**src/rtl/smpq_pkg.sv**
```systemverilog
`timescale 1ns / 1ps
// ----------------------------------------------------------------------------
// smpq_pkg
// shared types and constants of the stable min priority queue
// ----------------------------------------------------------------------------
package smpq_pkg;

  localparam int unsigned QueueDepth = 64;
  localparam int unsigned AddrBits   = $clog2(QueueDepth);
  localparam int unsigned CountBits  = $clog2(QueueDepth + 1);
  localparam int unsigned PrioBits   = 8;
  localparam int unsigned StampBits  = 32;

  localparam logic [1:0] StPushOk   = 2'd0;
  localparam logic [1:0] StPushFull = 2'd1;
  localparam logic [1:0] StPopOk    = 2'd2;
  localparam logic [1:0] StPopEmpty = 2'd3;

  localparam logic FuncPush = 1'b0;
  localparam logic FuncPop  = 1'b1;

  typedef struct packed {
    logic [PrioBits-1:0]  prio;
    logic [StampBits-1:0] stamp;
    logic [15:0]          record_id;
    logic [6:0]           age;
    logic [7:0]           sex_code;
  } entry_t;

  typedef enum logic [4:0] {
    S_IDLE  = 5'b00001,
    S_SCAN  = 5'b00010,
    S_LAST  = 5'b00100,
    S_MOVE  = 5'b01000,
    S_OUT   = 5'b10000
  } state_e;

endpackage

```
**src/rtl/stable_min_priority_queue.sv**
```systemverilog
`timescale 1ns / 1ps
// ----------------------------------------------------------------------------
// stable_min_priority_queue
// bounded min priority queue with fifo order among equal priorities
// ----------------------------------------------------------------------------
//  channel  | dir | tuser  | tdata fields (lsb first)
//  s_axis   | in  | func   | entry_priority, record_id, age, sex_code (pad 0)
//  m_axis   | out | status | out_priority, out_record_id, out_age,
//           |     |        | out_sex_code, fill_level (pad 0)
//
//  push, full push, empty pop: result valid the cycle after the transfer;
//  s_axis_tready stays low until the result is taken
//  pop: the single read port scans the held entries one a cycle, then the
//  last entry moves into the hole; s_axis_tready stays low until the
//  result is taken
//  reset clears count, arrival counter and control; entries are not cleared
// ----------------------------------------------------------------------------
module stable_min_priority_queue
  import smpq_pkg::*;
(
  input  logic        clk_i,
  input  logic        rst_ni,
  input  logic        s_axis_tvalid,
  output logic        s_axis_tready,
  // func
  input  logic        s_axis_tuser,
  // entry_priority, record_id, age, sex_code, zero pad
  input  logic [39:0] s_axis_tdata,
  output logic        m_axis_tvalid,
  input  logic        m_axis_tready,
  // status
  output logic [1:0]  m_axis_tuser,
  // out_priority, out_record_id, out_age, out_sex_code, fill_level, zero pad
  output logic [47:0] m_axis_tdata
);

  // entry memory, one read port registered
  entry_t mem_q [QueueDepth];
  entry_t rd_q;
  logic   we;
  logic [AddrBits-1:0] wa, ra;
  entry_t wd;

  always_ff @(posedge clk_i) begin
    if (we) begin
      mem_q[wa] <= wd;
    end
    rd_q <= mem_q[ra];
  end

  state_e state_q, state_d;
  logic [CountBits-1:0] count_q, count_d;
  logic [StampBits-1:0] arr_q, arr_d;
  logic [CountBits-1:0] idx_q, idx_d;     // next address issued
  logic [AddrBits-1:0]  best_q, best_d;
  entry_t best_e_q, best_e_d;
  logic [CountBits-1:0] cmp_q, cmp_d;     // index of the word in rd_q
  logic                 have_q, have_d;
  logic [49:0] out_q, out_d;              // status in the low two bits
  logic        ov_q, ov_d;

  logic       in_func;
  assign in_func = s_axis_tuser;

  // true when the freshly read entry leaves before the current best
  logic rd_first;
  logic [StampBits-1:0] age_rd, age_best;
  assign age_rd   = arr_q - rd_q.stamp;
  assign age_best = arr_q - best_e_q.stamp;
  assign rd_first = (rd_q.prio != best_e_q.prio) ? (rd_q.prio < best_e_q.prio)
                                                 : (age_rd > age_best);

  function automatic logic [49:0] pack_out(logic [1:0] st, entry_t e,
                                           logic [CountBits-1:0] lvl);
    pack_out = {2'd0, lvl, e.sex_code, e.age, e.record_id, e.prio, st};
  endfunction

  assign s_axis_tready = (state_q == S_IDLE) && !ov_q;

  always_comb begin
    state_d  = state_q;
    count_d  = count_q;
    arr_d    = arr_q;
    idx_d    = idx_q;
    best_d   = best_q;
    best_e_d = best_e_q;
    cmp_d    = cmp_q;
    have_d   = have_q;
    out_d    = out_q;
    ov_d     = ov_q;
    we = 1'b0;
    wa = '0;
    wd = '0;
    ra = idx_q[AddrBits-1:0];
    if (ov_q && m_axis_tready) ov_d = 1'b0;
    case (state_q)
      S_IDLE: begin
        if (s_axis_tvalid && s_axis_tready) begin
          if (in_func == FuncPush) begin
            if (count_q >= CountBits'(QueueDepth)) begin
              out_d = pack_out(StPushFull, '0, count_q);
            end else begin
              we = 1'b1;
              wa = count_q[AddrBits-1:0];
              wd.prio = s_axis_tdata[7:0];
              wd.stamp = arr_q;
              wd.record_id = s_axis_tdata[23:8];
              wd.age = s_axis_tdata[30:24];
              wd.sex_code = s_axis_tdata[38:31];
              arr_d = arr_q + 1'b1;
              count_d = count_q + 1'b1;
              out_d = pack_out(StPushOk, '0, count_q + 1'b1);
            end
            ov_d = 1'b1;
          end else if (count_q == '0) begin
            out_d = pack_out(StPopEmpty, '0, count_q);
            ov_d = 1'b1;
          end else begin
            ra = '0;
            idx_d = CountBits'(1);
            cmp_d = '0;
            have_d = 1'b0;
            state_d = S_SCAN;
          end
        end
      end
      S_SCAN: begin
        // rd_q holds entry cmp_q
        if (!have_q || rd_first) begin
          best_e_d = rd_q;
          best_d = cmp_q[AddrBits-1:0];
        end
        have_d = 1'b1;
        cmp_d = idx_q;
        if (idx_q == count_q) begin
          ra = AddrBits'(count_q - 1'b1);
          state_d = S_LAST;
        end else begin
          idx_d = idx_q + 1'b1;
        end
      end
      S_LAST: begin
        // rd_q holds the last entry; best is final; keep the last entry on the port
        ra = AddrBits'(count_q - 1'b1);
        state_d = S_MOVE;
      end
      S_MOVE: begin
        we = 1'b1;
        wa = best_q;
        wd = rd_q;
        count_d = count_q - 1'b1;
        out_d = pack_out(StPopOk, best_e_q, count_q - 1'b1);
        ov_d = 1'b1;
        state_d = S_OUT;
      end
      S_OUT: begin
        state_d = S_IDLE;
      end
      default: state_d = S_IDLE;
    endcase
  end

  always_ff @(posedge clk_i or negedge rst_ni) begin
    if (!rst_ni) begin
      state_q <= S_IDLE;
      count_q <= '0;
      arr_q   <= '0;
      idx_q   <= '0;
      cmp_q   <= '0;
      have_q  <= 1'b0;
      ov_q    <= 1'b0;
    end else begin
      state_q <= state_d;
      count_q <= count_d;
      arr_q   <= arr_d;
      idx_q   <= idx_d;
      cmp_q   <= cmp_d;
      have_q  <= have_d;
      ov_q    <= ov_d;
    end
  end

  always_ff @(posedge clk_i) begin
    best_q   <= best_d;
    best_e_q <= best_e_d;
    out_q    <= out_d;
  end

  assign m_axis_tvalid = ov_q;
  assign m_axis_tuser  = out_q[1:0];
  assign m_axis_tdata  = out_q[49:2];

`ifndef ASSERT_OFF
  a_count_range: assert property (@(posedge clk_i) disable iff (!rst_ni)
    count_q <= CountBits'(QueueDepth)) else $error("count overflow");
  a_no_accept_busy: assert property (@(posedge clk_i) disable iff (!rst_ni)
    (state_q != S_IDLE) |-> !s_axis_tready) else $error("accept while busy");
  a_move_result: assert property (@(posedge clk_i) disable iff (!rst_ni)
    (state_q == S_MOVE) |=> ov_q) else $error("pop without result");
  a_best_bound: assert property (@(posedge clk_i) disable iff (!rst_ni)
    (state_q == S_MOVE) |-> (CountBits'(best_q) < count_q))
    else $error("best out of range");
`endif

endmodule

```
**config.mk**
```make
export PLATFORM = sky130hd
export DESIGN_NAME = stable_min_priority_queue
export DESIGN_NICKNAME = d
export VERILOG_FILES = /design/src/rtl/smpq_pkg.sv /design/src/rtl/stable_min_priority_queue.sv
export SDC_FILE = /design/constraint.sdc
export NUM_CORES = 2
export LEC_CHECK = 0
export BUFFER_PORTS_ARGS = -buffer_cell sky130_fd_sc_hd__buf_4
export CORE_UTILIZATION = 45
export DETAILED_ROUTE_END_ITERATION = 8
export SETUP_SLACK_MARGIN = 0.5
export SYNTH_ARGS = -nofsm -noshare
export SYNTH_HDL_FRONTEND = slang
export SYNTH_MEMORY_MAX_BITS = 65536
export SYNTH_SLANG_ARGS = --single-unit
```
**constraint.sdc**
```tcl
create_clock -name clk_i -period 10.4 [get_ports clk_i]
set_input_delay 0.52 -clock clk_i [delete_from_list [all_inputs] [get_ports clk_i]]
set_output_delay 0.52 -clock clk_i [all_outputs]
set_load 0.02 [all_outputs]
```
==> results.yml <==
outcome:
  status: "complete, no violations"
grt:
  grt_overflow: 0
  grt_max_degree: 126
  antenna_found_initial: 19
  grt_pass1_wl_microns: 794000
  grt_pass1_vias: 101000
  grt_use_total_pct: 27.2
detailed_routing:
  vias: 104000
  first_pass_iters: 6
  vias_per_cell: 6.40
  drcViolationCount: 0
  drt_iter0_drc: 15400
  drtAntennaViolNets: 0
  wl_microns: 573000
  wl_per_cell_microns: 35.4
placed_design:
  gp_congestion: 0.854
  portBuffers: 93
  dp_hpwl_microns: 276000
  place_area_sq_um: 195000
sta:
  tns_ns: 0
  max_freq_mhz: 146
  clock_skew_ns: 0.0702
  report.final.slew_viol_count: 0
  rsz0062_at_grt: "false"
  layout_min_cycle_time_ns: 6.87
  min_period_over_period_pct: 66.1
  worst_pin_slew_ns: 1.33
  setup-violations-final: 0
  maxSlewHeadroom_pct: 11.4
  hold_violations: 0
worst_setup_path:
  worstSetupStartpointType: "flip-flop"
  path_max_fanout: 77
  critPathRequiredTime_ns: 11.04
  end_kind: "flip-flop"
  timing.rr.start: "arr_q[0]"
  crit_start: "arr_q[0]"
  criticalPathCategory: "reg -> reg"
  cp.arrival_ns: 7.51
logic_synthesis:
  yosysWarnings: 0
  syn_area_sq_um: 186000
  netlist_top_cells_area: "edfxtp_1, mux4_2, nand2_1"
  synth_edf_count: 4669
  seq_area_frac_synth_pct: 76.9
  yosysTopAreaCellShare_pct: 75.4
  synthArstFlopShare_pct: 1.23
  synth_top_area_cell: "edfxtp_1"
  synth_seq_cells: 4799
  ys_types: 81
  syn_inst: 10100
  synthFlopType: "edfxtp_1"
  avgSynthCellArea_sq_um: 18.5
cts:
  ctsHtreeMaxLevel: 5
  root_buffer: "clkbuf_16"
  clkTransAtPathRegs_ns: 0.06
  clock_latency_ns: 1.04
  numCtsBuffers: 467
  numClockSinks: 4799
  cts_setup_buffers: 0
  clk_path_buf_depth: 4
  cts_tree: "done"
floorplanning:
  initial_utilization_pct: 45.3
  coreArea_sq_um: 411000
  die-area_sq_um: 416000
  num_rows: 235
  fp.dieW_microns: 645
  design.portCount: 97
  die-height_microns: 645
power_and_ir_drop:
  switchingPower_mw: 17.6
  p_sw_share_pct: 31.7
  vdd_drop_max_mv: 0.396
  clkPwrFrac_pct: 30.0
  p_seq_share_pct: 39.9
  power_density_nw_per_um2: 264
  power.leakage_nw: 67.6
  combPwrFrac_pct: 30.0
  p_int_mw: 37.9
cells_and_area:
  drive_above_1_share_pct: 18.4
  final_util_pct: 51.1
  fin_nets: 10500
  fin_area_sq_um: 210000
  area_growth_pct: 12.8
hold_path:
  hold_path.class: "in -> async"
run:
  max_cap_viol_count: 0
[Yosys cell counts, drive strengths merged (42+ instances only)]
cell type / number
nor4: 92
nor2: 137
inv: 95
nand3: 301
o22ai: 176
dfxtp: 71
o21ai: 174
buf: 287
and2: 42
mux4: 744
a22oi: 279
xnor2: 77
mux2i: 276
a21o: 45
a22o: 68
dfrtp: 58
edfxtp: 4669
clkbuf: 285
nand2: 1130
ha: 107
a21oi: 479
[kinds of logic after synthesis]
group / after synthesis / share of synthesized area (%)
DFF: 4799 / 76.9
and+or+nand+nor: 1867 / 4.40
AOI/OAI and AO/OA: 1504 / 5.30
muxes: 1026 / 10.5
buffers and inverters: 667 / 1.60
adders and majority gates: 109 / 0.741
xor gates and xnor gates: 109 / 0.513
other: 1 / 0.00202
[final cells by class]
cell class | instances | area (sq um)
Antenna cell | 10 | 25.0
Clock inverter | 236 | 2180
Tap cell | 5451 | 6820
Inverter | 95 | 362
Sequential cell | 4799 | 143000
Timing Repair Buffer | 363 | 3510
Multi-Input combinational cell | 4617 | 41100
Clock buffer | 629 | 12800
Fill cell | 32500 | 201000
[per-stage QoR]
stage / std cells / hold slack (ns) / power [mW] / setup WS, ns
6_report: 16200 / 0.255 / 55.5 / 3.53
5_1_grt: 16200 / 0.288 / 57.5 / 3.48
4_1_cts: 16200 / 0.242 / 55.7 / 3.69
3_5_place_dp: 15300 / 0.420 / 39.2 / 3.71
3_3_place_gp: 15300 / 0.415 / 39.1 / 3.77
2_1_floorplan: 10100 / 0.224 / 34.6 / 1.98
[power groups by stage]
stage / clock, mW / combinational (mW) / sequential, mW
3_3_place_gp: 0 / 16.6 / 22.6
2_1_floorplan: 0 / 12.2 / 22.5
5_1_grt: 17.5 / 17.8 / 22.2
4_1_cts: 16.8 / 16.7 / 22.2
6_report: 16.7 / 16.7 / 22.2
3_5_place_dp: 0 / 16.7 / 22.6
[layout by cell type, fill, tap and decap left out, types with 175 or more instances in the layout]
cell type / synthesis / final
mux4_2: 744 / 744
clkbuf_16: 0 / 471
nand2_1: 1129 / 1118
a22oi_1: 279 / 277
edfxtp_1: 4669 / 4669
buf_4: 46 / 297
o22ai_1: 176 / 175
mux2i_1: 276 / 276
nand3_1: 301 / 300
a21oi_1: 478 / 474
[critical path, stage by stage, from the launching register on]
cell	delay, ns
dfrtp_1	0.40
inv_1	0.19
ha_1	0.22
inv_1	0.06
fa_1	0.42
a21o_1	0.18
a21oi_1	0.22
o21bai_1	0.13
a31o_2	0.27
a31oi_1	0.34
o41ai_1	0.21
a221o_1	0.42
a221o_1	0.39
mux2i_1	0.14
a2111oi_0	0.60
ha_1	0.36
a21oi_1	0.15
o21ai_0	0.15
o31ai_1	1.04
a21oi_4	0.13
buf_12	0.33
[worst paths after layout]
kind	end	slack, ns	cells after the start
max in group asynchronous	cmp_q[4]	8.82	3
hold / removal	state_q[3]	0.26	3
min in group clk_i	mem_q[42][63]	0.33	4
hold reg to reg	best_e_q[32]	0.43	0
setup / recovery	best_e_q[17]	3.53	20
setup reg to reg	best_e_q[17]	3.53	20
[state kept, by name, summed over array words and instances, names as in the netlist, 7 cells and up]
signal	flops
mem_q	4544
best_e_q	71
rd_q	71
out_q	48
arr_q	32
count_q	7
idx_q	7
[what timing repair did]
item	CTS	global route
hold buffers	5	0
resized for setup	0	0
endpoints found under the hold margin	29	0
[per-layer routing]
layer / routed length [microns] / vias to the layer above / global-route usage (%)
met2: 263000 / 6466 / 42.6
met3: 61000 / 1113 / 4.50
met5: 42 / - / 0
li1: - / 41200 / -
met4: 21800 / 6 / 8.82
met1: 227000 / 54900 / 39.1
(Power assumes the default switching activity.)
